File: src/rtl/core/xpbf_pkg.sv
`default_nettype none

package xpbf_pkg;

    localparam int DEF_SCREEN_W   = 64;
    localparam int DEF_SCREEN_H   = 32;
    localparam int DEF_FADE_TICKS = 1;

    localparam int KIND_W     = 2;
    localparam int COL_W      = 6;
    localparam int ROW_W      = 5;
    localparam int IN_DATA_W  = 16;
    localparam int OUT_DATA_W = 8;

    // operation codes, equal to the kind field values
    localparam logic [KIND_W-1:0] OP_TOGGLE = 2'd0;
    localparam logic [KIND_W-1:0] OP_TICK   = 2'd1;
    localparam logic [KIND_W-1:0] OP_READ   = 2'd2;
    localparam logic [KIND_W-1:0] OP_NONE   = 2'd3;

    typedef struct packed {
        logic we;
        logic was_on;
        logic shown;
    } t_alu_res;

endpackage

`default_nettype wire

File: src/rtl/core/xpbf_pix_alu.sv
`default_nettype none

module xpbf_pix_alu #(
    parameter int FADE_TICKS = 1,
    parameter int TW         = 1,
    parameter int EW         = 3
) (
    input  wire logic [xpbf_pkg::KIND_W-1:0] i_op,
    input  wire logic [EW-1:0]               i_entry,
    output logic      [EW-1:0]               o_entry,
    output xpbf_pkg::t_alu_res               o_res
);

    import xpbf_pkg::*;

    // entry layout: [0] on, [1] visible, [EW-1:2] fade timer
    logic          w_on;
    logic          w_vis;
    logic [TW-1:0] w_tmr;
    logic          w_on_n;
    logic          w_vis_n;
    logic [TW-1:0] w_tmr_n;

    assign w_on  = i_entry[0];
    assign w_vis = i_entry[1];
    assign w_tmr = i_entry[EW-1:2];

    always_comb begin
        w_on_n  = w_on;
        w_vis_n = w_vis;
        w_tmr_n = w_tmr;
        o_res   = '0;
        case (i_op)
            OP_TOGGLE: begin
                if (!w_on) begin
                    w_on_n  = 1'b1;
                    w_vis_n = 1'b1;
                end else begin
                    w_on_n  = 1'b0;
                    w_tmr_n = TW'(FADE_TICKS);
                end
                o_res.we     = 1'b1;
                o_res.was_on = w_on;
                o_res.shown  = w_vis_n;
            end
            OP_TICK: begin
                if (w_tmr != '0) begin
                    w_tmr_n = TW'(w_tmr - TW'(1));
                end else if (!w_on) begin
                    w_vis_n = 1'b0;
                end
                o_res.we = 1'b1;
            end
            OP_READ: begin
                o_res.was_on = w_on;
                o_res.shown  = w_vis;
            end
            default: begin
                o_res = '0;
            end
        endcase
    end

    assign o_entry = {w_tmr_n, w_vis_n, w_on_n};

endmodule

`default_nettype wire

File: config.mk
export PLATFORM = sky130hd
export DESIGN_NAME = xpbf_pix_alu
export DESIGN_NICKNAME = d
export VERILOG_FILES = /design/src/rtl/core/xpbf_pkg.sv /design/src/rtl/core/xpbf_pix_alu.sv
export SDC_FILE = /design/constraint.sdc
export NUM_CORES = 1
export LEC_CHECK = 0
export BUFFER_PORTS_ARGS = -buffer_cell sky130_fd_sc_hd__buf_2
export CAP_MARGIN = 20
export CORE_AREA = 2 2 39 41
export DETAILED_ROUTE_END_ITERATION = 10
export DIE_AREA = 0 0 41 43
export PLACE_DENSITY = 0.34
export SYNTH_ARGS = -nofsm -noshare
export SYNTH_HDL_FRONTEND = slang
export SYNTH_SLANG_ARGS = --single-unit
File: constraint.sdc
create_clock -name vclk -period 1.1
set_input_delay 0.055 -clock vclk [all_inputs]
set_output_delay 0.055 -clock vclk [all_outputs]
set_load 0.02 [all_outputs]
==> summary.md <==
| Metric | Value |
|---|---|
| Power share of the clock group | `0%` |
| # setup viols final | `0` |
| Final worst setup slack | `355.8 ps` |
| Initial DRC Count | `7` |
| Critical-path cell list | `buf_2 > o31ai_1 > o31ai_1 > buf_2` |
| RSZ-0062 raised after global routing | `false` |
| Top cell type's share of synthesized area | `23.68%` |
| Pin count of the biggest net entering global routing | `7` |
| Power Dens Cells | `498.1 nW/um^2` |
| Final period util | `67.65%` |
| DR vias/cell | `2.973` |
| Critical Path AT | `690 ps` |
| Crit path max fanout | `6` |
| Routed Antenna Nets | `0` |
| Max-slew violation count | `0` |
| Post-synth top area cell | `buf_4` |
| Syn avg cell area | `7.315 sq um` |
| Logic pwr share | `100.0%` |
| Layout area overhead | `55.26%` |
| Crit start category | `primary input` |
| Switching share of total power | `60.10%` |
| Most frequent cells in the layout | `11 x buf_2, 2 x nor2b_1, 2 x o31ai_1, 2 x nor2_1` |
| Rows | `14` |
| Slowest stage delay, CP | `240 ps` |
| Core area | `1384 sq um` |
| Initial antenna violation count | `0` |
| FFs & Latches | `0` |
| Die Span X | `41 um` |
| Grt peak-use layer | `met1` |
| Post-Syn Area | `95.09 sq um` |
| Cells after Synth | `13` |
| Crit end category | `primary output` |
| Largest cells by area after synthesis | `buf_4 24%, a2bb2oi_2 16%, o31ai_1 16%` |
| Post-synthesis sequential area ratio | `0%` |
| First-pass GRT wire length | `351 um` |
| Initial Utilization | `6.872%` |
| Setup tns final | `0 ps` |
| Commonest non-fill, non-tap cell in the layout | `buf_2` |
| Register area | `0 sq um` |
| VDD IR-drop max | `0.1252 mV` |
| Synth unique cells | `8` |
| CTS Hold Bufs | `0` |
| Antenna diode count | `0` |
| Vias in the first global route | `88` |
| Routed vias | `110` |
| Internal power | `0.00002934 W` |
| Layout net count | `28` |
| Share of cells above drive strength 1 | `57.14%` |
| Critical path buffers and inverters | `2` |
| Outcome | `complete, no violations` |
| Avg WL per Cell | `7.568 um` |
| Number of remaining DRC errors | `0` |
| Crit path from | `i_entry[0]` |
| GPL Wtd Cong | `0.5295` |
| Routed wire length | `280 um` |
| Post-Syn Nets | `18` |
| Die area | `1763 sq um` |
| GRT Overall Usage | `2.697%` |
| Worst Tran Pin Value | `195.8 ps` |
| GRT met2 Usage | `2.813%` |
| Post-cts gate resize count | `0` |
| # port buffers | `11` |
| Cell with the largest stage delay on the worst path | `o31ai_1` |
| Fin crit period | `744.2 ps` |
| Clk_buf instances | `0` |
| Max-cap violations | `0` |
| Net switching power | `0.00004420 W` |
| Fmax achieved | `1344 MHz` |
| GR Overflow Total | `0` |
| Synth warn | `0` |
| Part of the power in registers | `0%` |
| Number of post-CTS setup repair buffers | `0` |
| Hold_sp | `i_op[0]` |
| CP top delay family | `compound AO/OA/AOI/OAI gates` |
| Worst relative slew slack | `86.83%` |
| Final Total Pwr | `0.00007353 W` |
| Dpl ws | `362.8 ps` |
| Ports | `11` |
| Worst hold margin | `449.2 ps` |
| WS Path Type | `primary input to primary output` |
| Leakage Power | `0.07837 nW` |
| Worst path required time | `1040 ps` |
| Die Span Y | `43 um` |
| TritonRoute pass-1 iters | `4` |
| Count of final hold-check violations | `0` |
| Hpwl dp | `246.9 um` |
| Met3 Use GR | `1.571%` |
| M1 GR Usage | `4.747%` |
| Hold Crit Class | `primary input to primary output` |
-- Yosys cell counts --
cell and number:
nor2_1 2, o21ba_1 1, xor2_1 1, buf_4 3, a2bb2oi_2 1, inv_1 1, o31ai_1 2, nor2b_1 2
-- final timing paths --
| path | cells after the start | endpoint | slack (ps) |
|---|---|---|---|
| max | 4 | o_entry[1] | 360 |
| min | 3 | o_res[1] | 450 |
-- kinds of logic after synthesis --
group | after synthesis | share of synthesized area [%]
and+or+nand+nor | 4 | 21.05
AOI/OAI and AO/OA | 4 | 42.10
buffers and inverters | 4 | 27.63
xor gates and xnor gates | 1 | 9.212
-- worst min-delay path, cell delays in order --
cell	delay, ps
buf_2	140
nor2b_1	50
buf_2	150
-- area by class of cell --
| cell class | instances | area [sq um] |
|---|---|---|
| Fill cell | 159 | 1236 |
| Multi-Input combinational cell | 9 | 68.82 |
| Timing Repair Buffer | 11 | 55.05 |
| Tap cell | 16 | 20.02 |
| Inverter | 1 | 3.754 |
-- metrics by stage --
stage	instance area (sq um)	instances	util [%]
floorplan	95.09	13	-
global placement	147.6	37	10.67
detailed placement	147.6	37	10.67
CTS	147.6	37	10.67
global route	147.6	37	10.67
finish	147.6	37	10.67
-- layer usage --
metal	part of all wire (%)	routed length (um)
met1	56	156
met2	18	50
met3	26	72
met4	0	0
met5	0	0
-- power groups by stage --
stage | logic [W] | registers (W) | clock network (W)
final | 0.0000735 | 0 | 0
after global routing | 0.0000804 | 0 | 0
after CTS | 0.0000745 | 0 | 0
after detailed placement | 0.0000744 | 0 | 0
after global placement | 0.0000749 | 0 | 0
after floorplan | 0.0000539 | 0 | 0
Note: power is estimated with default switching activity, not from simulation.
